$ cat config.mk
export PLATFORM = sky130hd
export DESIGN_NAME = tea_queue
export DESIGN_NICKNAME = d
export VERILOG_FILES = /design/src/tea_pkg.sv /design/src/tea_queue.sv
export SDC_FILE = /design/constraint.sdc
export NUM_CORES = 1
export LEC_CHECK = 0
export ABC_AREA = 1
export ABC_CLOCK_PERIOD_IN_PS = 4100
export BUFFER_PORTS_ARGS = -buffer_cell sky130_fd_sc_hd__buf_2
export CORE_MARGIN = 2
export CORE_UTILIZATION = 30
export CTS_CLUSTER_SIZE = 10
export DETAILED_ROUTE_END_ITERATION = 12
export PLACE_DENSITY = 0.59
export SLEW_MARGIN = 20
export SYNTH_ARGS = -nofsm -noshare
export SYNTH_HDL_FRONTEND = slang
export SYNTH_SLANG_ARGS = --single-unit
$ cat constraint.sdc
create_clock -name i_clk -period 4.1 [get_ports i_clk]
set_input_delay 0.205 -clock i_clk [delete_from_list [all_inputs] [get_ports i_clk]]
set_output_delay 0.205 -clock i_clk [all_outputs]
set_load 0.05 [all_outputs]
$ cat src/tea_pkg.sv
`timescale 1ns / 1ps
// ----------------------------------------------------------------------------
// tea_pkg
// Shared types, constants and round helpers for the TEA cipher unit.
// ----------------------------------------------------------------------------
package tea_pkg;

    localparam int ROUNDS   = 32;
    localparam int NSTAGE   = 2 * ROUNDS;   // one half-round per stage
    localparam int WORD_W   = 32;
    localparam int CFG_IDX_W = 8;
    localparam logic [WORD_W-1:0] DELTA = 32'h9e37_79b9;

    // queue between front and back
    localparam int QDEPTH   = 2;
    localparam int QPTR_W   = $clog2(QDEPTH);
    localparam int QCNT_W   = $clog2(QDEPTH + 1);

    // key register indexes
    localparam logic [CFG_IDX_W-1:0] REG_KEY0 = 8'd0;
    localparam logic [CFG_IDX_W-1:0] REG_KEY1 = 8'd1;
    localparam logic [CFG_IDX_W-1:0] REG_KEY2 = 8'd2;
    localparam logic [CFG_IDX_W-1:0] REG_KEY3 = 8'd3;

    typedef enum logic {
        OP_ENC = 1'b0,
        OP_DEC = 1'b1
    } t_op;

    typedef struct packed {
        t_op               op;
        logic [WORD_W-1:0] first;
        logic [WORD_W-1:0] second;
    } t_item;

    typedef struct packed {
        logic [WORD_W-1:0] k0;
        logic [WORD_W-1:0] k1;
        logic [WORD_W-1:0] k2;
        logic [WORD_W-1:0] k3;
    } t_key;

    typedef struct packed {
        logic              full;
        logic              empty;
        logic [QCNT_W-1:0] count;
    } t_q_status;

    typedef struct packed {
        logic valid;
        logic push;
    } t_front_status;

    function automatic logic [WORD_W-1:0] tea_mix(
        input logic [WORD_W-1:0] x,
        input logic [WORD_W-1:0] sum,
        input logic [WORD_W-1:0] ka,
        input logic [WORD_W-1:0] kb
    );
        return ((x << 4) + ka) ^ (x + sum) ^ ((x >> 5) + kb);
    endfunction

    // round sum used by half-round stage j (stages 2r and 2r+1 share round r)
    function automatic logic [WORD_W-1:0] tea_sum(input int j, input t_op op);
        int r;
        logic [WORD_W-1:0] mult;
        r = j >> 1;
        if (op == OP_DEC) begin
            mult = WORD_W'(ROUNDS - r);
        end else begin
            mult = WORD_W'(r + 1);
        end
        return mult * DELTA;
    endfunction

endpackage

$ cat src/tea_queue.sv
`timescale 1ns / 1ps
// ----------------------------------------------------------------------------
// tea_queue
// Short FIFO decoupling the front from the round pipeline.
// ----------------------------------------------------------------------------
module tea_queue import tea_pkg::*; (
    input  logic      i_clk,
    input  logic      i_rst_n,
    input  logic      i_push,
    input  t_item     i_item,
    input  logic      i_pop,
    output t_item     o_item,
    output t_q_status o_status
);

    t_item             r_mem [QDEPTH];
    logic [QPTR_W-1:0] r_wr_ptr;
    logic [QPTR_W-1:0] r_rd_ptr;
    logic [QCNT_W-1:0] r_count;

    always_ff @(posedge i_clk) begin
        if (!i_rst_n) begin
            r_wr_ptr <= '0;
            r_rd_ptr <= '0;
            r_count  <= '0;
        end else begin
            if (i_push) begin
                r_wr_ptr <= (r_wr_ptr == QPTR_W'(QDEPTH - 1)) ? '0 : r_wr_ptr + 1'b1;
            end
            if (i_pop) begin
                r_rd_ptr <= (r_rd_ptr == QPTR_W'(QDEPTH - 1)) ? '0 : r_rd_ptr + 1'b1;
            end
            case ({i_push, i_pop})
                2'b10:   r_count <= r_count + QCNT_W'(1);
                2'b01:   r_count <= r_count - QCNT_W'(1);
                default: r_count <= r_count;
            endcase
        end
    end

    always_ff @(posedge i_clk) begin
        if (i_push) begin
            r_mem[r_wr_ptr] <= i_item;
        end
    end

    assign o_item         = r_mem[r_rd_ptr];
    assign o_status.count = r_count;
    assign o_status.full  = (r_count == QCNT_W'(QDEPTH));
    assign o_status.empty = (r_count == '0);

endmodule

==> impl_results.md <==
* Pin count of the biggest net entering global routing at 53
* Total global-route track usage at 11.1%
* Setup violations, final at 0
* Vias in the first global route at 2936
* CP top delay family: flip-flops
* Starting Density at 30.8%
* CTS Sinks at 135
* CTS tree: built
* Remaining DRCs at 0
* Synth area leaders: edfxtp_1 76%, mux2_4 15%, mux2_2 3.3%
* Crit path largest cell delay at 0.96 ns
* Outcome: finished, final reports clean
* Critical path cell sequence: buf_4 > mux2_4 > buf_2
* Area delta synth->final at 41.1%
* Setup crit start kind: register
* Via count at 2801
* Cell count after synthesis at 237
* Wire length per cell at 14.0 um
* First-pass GRT wire length at 14900 um
* Synthesis Warnings at 0
* Worst-path fanout max at 52
* Tot Pwr at 3.45 mW
* Initial antenna violation count at 0
* P_leak at 2.87 nW
* IO Pins at 138
* Clk slew on worst S/H paths at 0.05 ns
* CP bufs+invs at 2
* Most frequent cells in the layout: 137 x buf_2, 130 x edfxtp_1, 65 x dlygate4sd3_1
* Pre-Repair DR Iteration Count at 4
* Syn Nets at 307
* Vias per cell at 4.07
* Post-layout net count at 525
* # Post-CTS Setup Buffers at 0
* P per Cell Area at 478 nW/um^2
* Hold crit path type: input port to register
* Number of distinct library cells after synthesis at 13
* Final Hold Fails at 0
* CP max-delay cell: dfxtp_4
* Setup TNS at 0 ns
* Critical Path AT at 2.34 ns
* RSZ-0062 raised after global routing: no
* WP data required at 3.89 ns
* Final Core Density at 43.4%
* Clk root buf: clkbuf_16
* CORE AREA at 16600 um^2
* Ratio of final minimum period to clock period at 62.2%
* Fmax at 0.392 GHz
* Skew final at 0.00716 ns
* Post-synthesis sequential area ratio at 78.2%
* TritonCTS Buffers at 17
* Final RePlAce weighted congestion at 0.646
* Post-synthesis cell area at 5120 um^2
* Crit. End Element: output port
* Leading cell type in the layout, fill and taps excluded: buf_2
* Fillers at 1481
* H-tree levels at 4
* Critical path class: register to output port
* Yosys top cell by area: edfxtp_1
* Clk_lat worst skew at 0.41 ns
* Yosys top cell area share at 76.2%
* Port-buffer cells at 137
* Post-DP HPWL at 5940 um
* Die W at 135 um
* CTS Buffer Depth at 2
* Post-Synthesis Mean Instance Area at 21.6 um^2
* Rows at 47
* Initial drt markers at 143
* Final WL at 9660 um
* Minimum clock period at 2.55 ns
* Slew @ Worst Pin at 0.922 ns
* Slew HR at 38.5%
* Final Slew Violations at 0
* VDD IR max at 0.252 mV
* Post-DRT Antenna Nets at 0
* Die area at 18100 um^2
* Share of cells above drive strength 1 at 50.2%
* #FFs+latches synth at 135
* # Max-Cap Violations at 0
* Die height at 135 um
* Total gr overflow at 0
* Ant. Diodes at 0
[sequential cells by signal, indices dropped and copies added, names as in the netlist, named ones only]
name	count
r_count	2
r_mem	130
r_wr_ptr	1
r_rd_ptr	1
[repair_timing]
item	in CTS	in global routing
gates resized for setup	0	0
endpoints found under the hold margin	130	0
hold buffers	65	0
[synthesized netlist by cell type]
| cell | n |
|---|---|
| mux2_4 | 50 |
| dfxtp_1 | 5 |
| inv_1 | 6 |
| ha_1 | 1 |
| nand4_1 | 1 |
| buf_6 | 6 |
| a21oi_1 | 1 |
| buf_2 | 1 |
| edfxtp_1 | 130 |
| nor2_1 | 12 |
| mux2_2 | 15 |
| nand2_1 | 8 |
| o21ai_0 | 1 |
[report_power, final]
group / leakage (nW) / switching (mW) / total, mW / internal, mW
Combinational: 1.36 / 0.337 / 0.538 / 0.200
Sequential: 1.26 / 0.0381 / 1.63 / 1.60
Clock: 0.249 / 0.525 / 1.28 / 0.756
[routing by layer]
metal	up-vias	wire length, um	share of wire, %	track usage [%]
li1	1358	-	-	-
met1	1346	4090	42	12.8
met2	89	4910	51	18.4
met3	8	551	5.7	4.62
met4	0	110	1.1	4.39
met5	-	0	0	0
[tightest hold or removal path, cell delays in order]
cell,delay [ns]
buf_2,0.10
nor2_1,0.04
nor2_1,0.09
[cell families (layout without fill, tap and decap cells)]
| logic type | count (synthesis) | after routing | synth area share [%] |
|---|---|---|---|
| flip-flops | 135 | 135 | 78.2 |
| multiplexers | 65 | 65 | 18.0 |
| AND/OR/NAND/NOR | 21 | 21 | 1.59 |
| AO/OA/AOI/OAI | 2 | 2 | 0.195 |
| adder cells (fa/ha/maj) | 1 | 1 | 0.244 |
| buffers and inverters | 13 | 244 | 1.86 |
[through the flow]
step           setup WS, ns  hold WS [ns]  area [um^2]  instances
3_3_place_gp           1.95         0.393         6060        590
2_1_floorplan         0.574         0.304         5120        237
4_1_cts                1.46        0.0353         7210        687
6_report               1.55        0.0594         7230        688
3_5_place_dp           1.92         0.396         6060        590
5_1_grt                1.38        0.0471         7230        688
[path summary, 6_finish.rpt]
check                start            to  slack (ns)  cells after the start
setup reg to reg  r_wr_ptr  r_mem[1][50]        2.13                      3
hold / removal      i_push      r_wr_ptr        0.06                      3
hold reg to reg   r_rd_ptr      r_rd_ptr        0.49                      2
setup / recovery  register    o_item[38]        1.55                      3
[layout make-up]
class                   instances  area, um^2  area share (%)
clock inverters                12        62.6           0.866
well taps                     220         275            3.81
repair buffers                206        1390            19.3
multi-input cells              89        1030            14.3
inverters                       6        22.5           0.312
flip-flops and latches        135        4010            55.5
clock buffers                  20         437            6.04
No activity file was read; power rests on OpenSTA's default activity.
