==> src/tea_pkg.sv <==
`timescale 1ns / 1ps
// ----------------------------------------------------------------------------
// tea_pkg
// Shared types, constants and round helpers for the TEA cipher unit.
// ----------------------------------------------------------------------------
package tea_pkg;

    localparam int ROUNDS   = 32;
    localparam int NSTAGE   = 2 * ROUNDS;   // one half-round per stage
    localparam int WORD_W   = 32;
    localparam int CFG_IDX_W = 8;
    localparam logic [WORD_W-1:0] DELTA = 32'h9e37_79b9;

    // queue between front and back
    localparam int QDEPTH   = 2;
    localparam int QPTR_W   = $clog2(QDEPTH);
    localparam int QCNT_W   = $clog2(QDEPTH + 1);

    // key register indexes
    localparam logic [CFG_IDX_W-1:0] REG_KEY0 = 8'd0;
    localparam logic [CFG_IDX_W-1:0] REG_KEY1 = 8'd1;
    localparam logic [CFG_IDX_W-1:0] REG_KEY2 = 8'd2;
    localparam logic [CFG_IDX_W-1:0] REG_KEY3 = 8'd3;

    typedef enum logic {
        OP_ENC = 1'b0,
        OP_DEC = 1'b1
    } t_op;

    typedef struct packed {
        t_op               op;
        logic [WORD_W-1:0] first;
        logic [WORD_W-1:0] second;
    } t_item;

    typedef struct packed {
        logic [WORD_W-1:0] k0;
        logic [WORD_W-1:0] k1;
        logic [WORD_W-1:0] k2;
        logic [WORD_W-1:0] k3;
    } t_key;

    typedef struct packed {
        logic              full;
        logic              empty;
        logic [QCNT_W-1:0] count;
    } t_q_status;

    typedef struct packed {
        logic valid;
        logic push;
    } t_front_status;

    function automatic logic [WORD_W-1:0] tea_mix(
        input logic [WORD_W-1:0] x,
        input logic [WORD_W-1:0] sum,
        input logic [WORD_W-1:0] ka,
        input logic [WORD_W-1:0] kb
    );
        return ((x << 4) + ka) ^ (x + sum) ^ ((x >> 5) + kb);
    endfunction

    // round sum used by half-round stage j (stages 2r and 2r+1 share round r)
    function automatic logic [WORD_W-1:0] tea_sum(input int j, input t_op op);
        int r;
        logic [WORD_W-1:0] mult;
        r = j >> 1;
        if (op == OP_DEC) begin
            mult = WORD_W'(ROUNDS - r);
        end else begin
            mult = WORD_W'(r + 1);
        end
        return mult * DELTA;
    endfunction

endpackage

==> src/tea_front.sv <==
`timescale 1ns / 1ps
// ----------------------------------------------------------------------------
// tea_front
// Accepts input blocks and key writes, decodes the operation, feeds the queue.
// ----------------------------------------------------------------------------
module tea_front import tea_pkg::*; (
    input  logic                 i_clk,
    input  logic                 i_rst_n,
    input  logic                 i_in_valid,
    output logic                 o_in_ready,
    input  logic                 i_func,
    input  logic [WORD_W-1:0]    i_first_word,
    input  logic [WORD_W-1:0]    i_second_word,
    input  logic                 i_cfg_valid,
    output logic                 o_cfg_ready,
    input  logic [CFG_IDX_W-1:0] i_cfg_index,
    input  logic [WORD_W-1:0]    i_cfg_data,
    input  logic                 i_q_ready,
    output t_item                o_q_item,
    output t_front_status        o_status,
    output t_key                 o_key
);

    logic  r_valid;
    t_item r_item;
    t_key  r_key;
    logic  accept;
    logic  push;

    assign push       = r_valid && i_q_ready;
    assign o_in_ready = !r_valid || i_q_ready;
    assign accept     = i_in_valid && o_in_ready;
    assign o_cfg_ready = 1'b1;

    always_ff @(posedge i_clk) begin
        if (!i_rst_n) begin
            r_valid <= 1'b0;
        end else if (accept) begin
            r_valid <= 1'b1;
        end else if (push) begin
            r_valid <= 1'b0;
        end
    end

    always_ff @(posedge i_clk) begin
        if (accept) begin
            r_item.op     <= i_func ? OP_DEC : OP_ENC;
            r_item.first  <= i_first_word;
            r_item.second <= i_second_word;
        end
    end

    always_ff @(posedge i_clk) begin
        if (!i_rst_n) begin
            r_key <= '0;
        end else if (i_cfg_valid) begin
            case (i_cfg_index)
                REG_KEY0: r_key.k0 <= i_cfg_data;
                REG_KEY1: r_key.k1 <= i_cfg_data;
                REG_KEY2: r_key.k2 <= i_cfg_data;
                REG_KEY3: r_key.k3 <= i_cfg_data;
                default: begin
                end
            endcase
        end
    end

    assign o_q_item       = r_item;
    assign o_status.valid = r_valid;
    assign o_status.push  = push;
    assign o_key          = r_key;

endmodule

==> config.mk <==
export PLATFORM = sky130hd
export DESIGN_NAME = tea_front
export DESIGN_NICKNAME = d
export VERILOG_FILES = /design/src/tea_pkg.sv /design/src/tea_front.sv
export SDC_FILE = /design/constraint.sdc
export NUM_CORES = 1
export LEC_CHECK = 0
export BUFFER_PORTS_ARGS = -buffer_cell sky130_fd_sc_hd__buf_2
export CAP_MARGIN = 20
export CORE_UTILIZATION = 42
export DETAILED_ROUTE_END_ITERATION = 6
export GPL_TIMING_DRIVEN = 0
export PLACE_DENSITY_LB_ADDON = 0.3
export SLEW_MARGIN = 20
export SYNTH_ARGS = -nofsm -noshare
export SYNTH_HDL_FRONTEND = slang
export SYNTH_SLANG_ARGS = --single-unit
==> constraint.sdc <==
create_clock -name i_clk -period 2.1 [get_ports i_clk]
set_input_delay 0.105 -clock i_clk [delete_from_list [all_inputs] [get_ports i_clk]]
set_output_delay 0.105 -clock i_clk [all_outputs]
set_load 0.01 [all_outputs]
==> impl_results.md, run 1 <==
* Placer Congestion at 0.795
* Num ports at between 300 and 400
* Rel. slew slack at 44.1%
* Routed vias/inst at 4.60
* H-Tree Depth at 4
* Synth Area in Compound Gates at 0.110%
* Post-route cell area at 9870 um2
* Switching pwr at 1.81 mW
* Most frequent cell after synthesis: nand2_1
* Sequential-to-total area share from yosys stat at between 60% and 70%
* Worst setup path class: reg -> reg
* Initial antenna violation count at 0
* Clock tree sinks at 194
* Largest area contributor in the netlist: dfxtp_1
* Clock Tree Root: clkbuf_16
* Combinational share of power at 6.7%
* Internal at 5.87 mW
* Simple-gate area share of the yosys netlist at between 10 and 15%
* Max-cap violations at 0
* Worst setup path startpoint: r_valid$_SDFFE_PN0P_
* Die area at approximately 17000 um2
* Post-detail-place hpwl at 13.4 mm
* Area of the core at between 15000 and 20000 um2
* # nets final at 1030
* Avg Inst Size Synth at 12.9 um2
* Clk_skew at 0.00798 ns
* DR vias at about 5300
* IR drop worst, VDD at 0.526 mV
* Post-cts repair resize count at 0
* Reg2reg end: o_q_item[54]$_DFFE_PP_
* Worst reg2reg path depth at 2
* DR iter-0 viols at 214
* ANT cells at 0
* Clock Latency Late Sink at 0.42 ns
* Clk slew on worst S/H paths at 0.07 ns
* Max-slew violations at 0
* Endpoint type of the worst setup path: register
* Ys Warns at 0
* Area Growth Syn to Fin at 44.6%
* Yosys reg bits at 194
* Tcrit/Tclk final at roughly 74%
* Largest net degree at the start of global routing at 66
* Core Rows at 46
* Fin. Hold Viols at 0
* Leak at 4.77 nW
* Crit path DAT at 1.61 ns
* Pwr Density at slightly below 800 nW/um2
* Top_reg_cell synth: dfxtp_1
* Slowest CP cell: and2_4
* Filler cells at 1277
* First-pass GRT wire length at 28.9 mm
* Crit-path cells: nand2b_1, and2_4
* TritonCTS clock tree: built
* Critical path destination: o_q_item[54]$_DFFE_PP_
* Wire length per cell at around 17 um
* Synth Area in Adders at 0%
* Worst r2r src: r_valid$_SDFFE_PN0P_
* Nature of the critical path startpoint: register
* Max clock buf depth at 2
* Crit-path max cell delay at 0.71 ns
* Antenna Nets Post-Route at 0
* Required @ worst endpoint at 2.15 ns
* Mux contribution to synthesized area at a little under a fifth
* Clock power share at 41.4%
* R2R Setup Slk at ~0.54 ns
* Pre-antenna DRT Iters at 4
* Clock period minus final worst setup slack at 1.56 ns
* Initial Util at 43.0%
* Synth top area share at 37.8%
* Vias in the first global route at 5180
* Grt total ovfl at 0
* Power share of the sequential group at roughly 52%
* Synthesized Nets at about 640
* Synth Instances at 529
* Global Route Usage Sum at 23.3%
* Placed instance area at 8620 um2
* Die Width at between 100 and 150 um
* Drt total wl at 20.0 mm
* Largest family of logic cells by synthesized area: multiplexers
* Post-synth EDFFs at 65
* Top cells by count, synth: nand2_1, dfxtp_1, mux2i_1
* Crit-path max FO at 65
* # DRC at 0
* Switching share of power at 23.5%
* RSZ-0062 raised after global routing: false
* Max Freq at 642 MHz
* Area contributors post-synth: dfxtp_1, edfxtp_1, mux2i_1
* Synthesized area at 6830 um2
* Asr flop ratio synth at 0%
* Status: finished clean
* Port Buffers at 304
* Cell variety after synth at 22
* Xor/xnor cell area share of the yosys netlist at 0%
* Worst Hold Class: in -> reg
* Setup TNS at 0 ns
* Die Ht at 129 um
* Layout cells sized above 1 at about 39%
* TritonCTS Buffers at 17
* Worst-Margin Slew at about 0.84 ns
* Final setup fails at 0
[routing by layer]
layer,share of wire [%],vias to the layer above,track usage (%)
met5,0,-,0
met4,1.8,0,8.48
met3,7.2,23,6.07
met2,49,205,40.9
met1,42,2490,27.6
li1,-,2572,-
[flip-flops by register name (all words and copies together) (netlist names)]
signal    flops
r_valid       1
o_q_item     65
o_key       128
[power groups by stage]
stage	clock, mW	sequential (mW)	combinational (mW)
2_1_floorplan	0	4.12	0.120
3_3_place_gp	0	4.07	0.401
3_5_place_dp	0	4.07	0.406
4_1_cts	3.21	3.99	0.508
5_1_grt	3.38	4.00	0.552
6_report	3.18	3.99	0.514
[per-stage QoR]
stage	total power, mW	hold WS, ns	util [%]	worst slack [ns]	cells
5_1_grt	7.93	0.0240	62.2	0.445	1149
2_1_floorplan	4.24	0.204	-	0.370	529
6_report	7.68	0.0175	62.2	0.542	1149
4_1_cts	7.70	0.00182	62.2	0.550	1149
3_3_place_gp	4.47	0.281	54.3	0.131	1049
3_5_place_dp	4.48	0.283	54.3	0.558	1049
[critical path: cells and delay by family (launching register included)]
family	cells	cell delay (ns)
flops	1	0.32
simple gates	2	0.82
[placed cells by master (no fill, tap or decap), drive strengths merged, types with 4 or more instances in the layout]
master,synthesis,routed
dfxtp,129,129
clkinvlp,0,4
nand2,160,160
clkbuf,13,30
dlygate4sd3,0,68
inv,1,7
buf,22,326
mux2i,128,128
edfxtp,65,65
clkinv,0,4
[how the worst min path moves through the flow]
stage                      startpoint                     end  slack, ns  cells after the start
finish                 i_cfg_data[29]  o_key[29]$_SDFFE_PN0P_       0.02                      3
global route            i_cfg_data[0]  o_key[32]$_SDFFE_PN0P_       0.02                      3
CTS                    i_cfg_data[31]  o_key[31]$_SDFFE_PN0P_      0.002                      3
detailed placement    i_first_word[6]  o_q_item[38]$_DFFE_PP_       0.28                      1
global placement    i_second_word[21]  o_q_item[21]$_DFFE_PP_       0.28                      1
floorplan            i_second_word[0]   o_q_item[0]$_DFFE_PP_       0.20                      0
[what timing repair did]
item                                   4_1_cts  5_1_grt
hold buffers                                68        0
endpoints found under the hold margin       70        0
setup buffers                                0        0
[kinds of logic after synthesis]
| family | Yosys count |
|---|---|
| AOI/OAI and AO/OA | 1 |
| muxes | 128 |
| other | 1 |
| DFF | 194 |
| and+or+nand+nor | 169 |
| buffers and inverters | 36 |
[layout make-up]
| class | count | area [um2] | area share (%) |
|---|---|---|---|
| buffer | 35 | 293 | 2.97 |
| tap | 216 | 270 | 2.74 |
| sequential | 194 | 4530 | 45.9 |
| clock buffer | 17 | 425 | 4.31 |
| clock inverter | 15 | 148 | 1.50 |
| timing repair buffer | 372 | 2200 | 22.3 |
| inverter | 1 | 3.75 | 0.0380 |
| multi-input combinational | 299 | 2000 | 20.2 |
(Power assumes the default switching activity.)
==> run 2, diff against run 1 <==
clock period = 1.25 ns   (was 2.1 ns; I/O delays follow)
==> run 2 against run 1 <==
Global-route usage is 0.73 points higher. Largest cell class unchanged. Die area unchanged. Wire length up 2.5%. Flip-flop and latch count did not move. Critical path type is now in -> reg.
==> impl_results.md, run 2 (synthesis results as in run 1) <==
* Worst reg2reg path depth at 2
* Commonest non-fill, non-tap cell in the layout: buf_2
* Drt total wl at between 20 and 25 mm
* # DRC at 0
* Required @ worst endpoint at 1.33 ns
* Filler cells at 1213
* Wire length per cell at 17.4 um
* Largest net degree at the start of global routing at 34
* Nature of the critical path startpoint: primary input
* IR drop worst, VDD at 0.907 mV
* Pre-antenna DRT Iters at 4
* Crit-path max cell delay at 0.55 ns
* Fin. Hold Viols at 0
* H-Tree Depth at 4
* Multi-input gate area at around 2000 um2
* Initial antenna violation count at 0
* R2R Setup Slk at 0.03 ns
* Worst setup margin at 0.0147 ns
* DR iter-0 viols at ~200
* Bufs and invs on worst path at 2
* Port Buffers at 304
* Die Ht at 129 um
* Max-slew violations at 0
* Area Growth Syn to Fin at 49.1%
* Crit path depth at 4
* Reg area at 4540 um2
* Slowest CP cell: dlygate4sd3_1
* Post-CTS Setup Bufs at 0
* Final setup fails at 0
* Worst setup path startpoint: i_q_ready
* Setup TNS at 0 ns
* Placer Congestion at 0.799
* Max Freq at 810 MHz
* Grt total ovfl at 0
* Global Route Usage Sum at 24.1%
* Endpoint type of the worst setup path: register
* Post-detail-place hpwl at 13.4 mm
* Layout cells sized above 1 at 37.5%
* Num ports at 307
* Leading cell types in the layout, fill and taps excluded: buf_2, nand2_1, mux2i_1, dfxtp_1, dlygate4sd3_1
* Clk_skew at 0.0101 ns
* Vias in the first global route at 5294
* Cell family with most CP delay: buffers and inverters
* # nets final at between 1000 and 1500
* Worst-Margin Slew at 0.614 ns
* Reg2reg end: o_q_item[63]$_DFFE_PP_
* Dpl ws at -0.246 ns
* TritonCTS clock tree: built
* Area of the core at 15900 um2
* Clock Latency Late Sink at approximately 0.44 ns
* Clock Tree Root: clkbuf_16
* ANT cells at 0
* Worst Hold Class: in -> reg
* Die area at 16800 um2
* Die Width at 129 um
* Crit path DAT at 1.31 ns
* Tcrit/Tclk final at 98.8%
* Crit-path cells: dlygate4sd3_1, buf_2, nand2b_4, and2_4
* Critical path destination: o_q_item[63]$_DFFE_PP_
* Worst r2r src: r_valid$_SDFFE_PN0P_
* TritonCTS Buffers at 17
* Routed vias/inst at 4.62
* Clk slew on worst S/H paths at ~0.070 ns
* Clock period minus final worst setup slack at about 1.2 ns
* Rel. slew slack at 59.1%
* Status: finished clean
* RSZ-0062 raised after global routing: true
* Max clock buf depth at 2
* Core Rows at 46
* Antenna Nets Post-Route at 0
* Max-cap violations at 0
* Worst setup path class: in -> reg
* Pwr Density at 1280 nW/um2
* DR vias at 5444
* Leak at 4.89 nW
* Crit-path max FO at 33
* First-pass GRT wire length at 29.6 mm
* Initial Util at 43.0%
* Clock tree sinks at between 150 and 200
* Max reg flops at between 100 and 150
## run 2: changes by cell type in the layout (fill, tap and decap cells not counted), sizes merged
cell / change
and2: +1
bufinv: +1
clkbuf: +2
clkinvlp: +1
dlygate4sd3: +29
inv: -4
## run 2: worst min-delay path by stage
stage | start | to | slack (ns) | cells after the start
6_report | i_cfg_data[20] | o_key[52]$_SDFFE_PN0P_ | 0.003 | 3
5_1_grt | i_cfg_data[20] | o_key[20]$_SDFFE_PN0P_ | 0.008 | 3
4_1_cts | i_cfg_data[20] | o_key[52]$_SDFFE_PN0P_ | 0.002 | 3
3_5_place_dp | i_first_word[18] | o_q_item[50]$_DFFE_PP_ | 0.24 | 1
3_3_place_gp | i_second_word[19] | o_q_item[19]$_DFFE_PP_ | 0.24 | 1
2_1_floorplan | i_second_word[0] | o_q_item[0]$_DFFE_PP_ | 0.16 | 0
## run 2: area by class of cell
cell class,count,area share (%)
Buffer,35,2.88
Multi-Input combinational cell,300,19.8
Timing Repair Buffer,401,24.5
Sequential cell,194,44.6
Inverter,1,0.0369
Tap cell,216,2.66
Clock inverter,13,1.32
Clock buffer,19,4.25
## run 2: repair_timing
item / 4_1_cts / 5_1_grt
setup endpoints to repair: 65 / 29
pin swaps: 1 / 1
hold endpoints to repair: 174 / 0
cloned: 1 / 0
hold buffers: 97 / 0
gates resized for setup: 1 / 0
## run 2: metrics by stage
stage | util (%) | hold slack, ns | instance area (um2) | instances | total power [mW]
global placement | 54.3 | 0.239 | 8630 | 1049 | 7.51
finish | 64.1 | 0.00280 | 10200 | 1179 | 13.0
floorplan | - | 0.161 | 6840 | 529 | 7.12
CTS | 64.1 | 0.00182 | 10200 | 1179 | 13.0
global route | 64.1 | 0.00778 | 10200 | 1179 | 13.4
detailed placement | 54.3 | 0.241 | 8630 | 1049 | 7.53
## run 2: worst reg2reg max path, stage by stage, from the launching register on
cell	delay, ns
dfxtp_2	0.34
nand2b_4	0.08
and2_4	0.42
## run 2: power by group
| group | internal (mW) | leakage (nW) | switching [mW] | total [mW] |
|---|---|---|---|---|
| logic | 0.461 | 2.96 | 0.496 | 0.957 |
| clock network | 2.94 | 0.266 | 2.37 | 5.31 |
| registers | 6.67 | 1.67 | 0.0400 | 6.71 |
## run 2: layer usage
layer	up-vias	global-route usage [%]	share of wire (%)	wire, um
met5	-	0	0	0
met4	0	11.8	3.6	729
met3	43	6.11	7.0	1430
met2	224	41.9	49	9970
met1	2545	27.5	41	8370
li1	2632	-	-	-
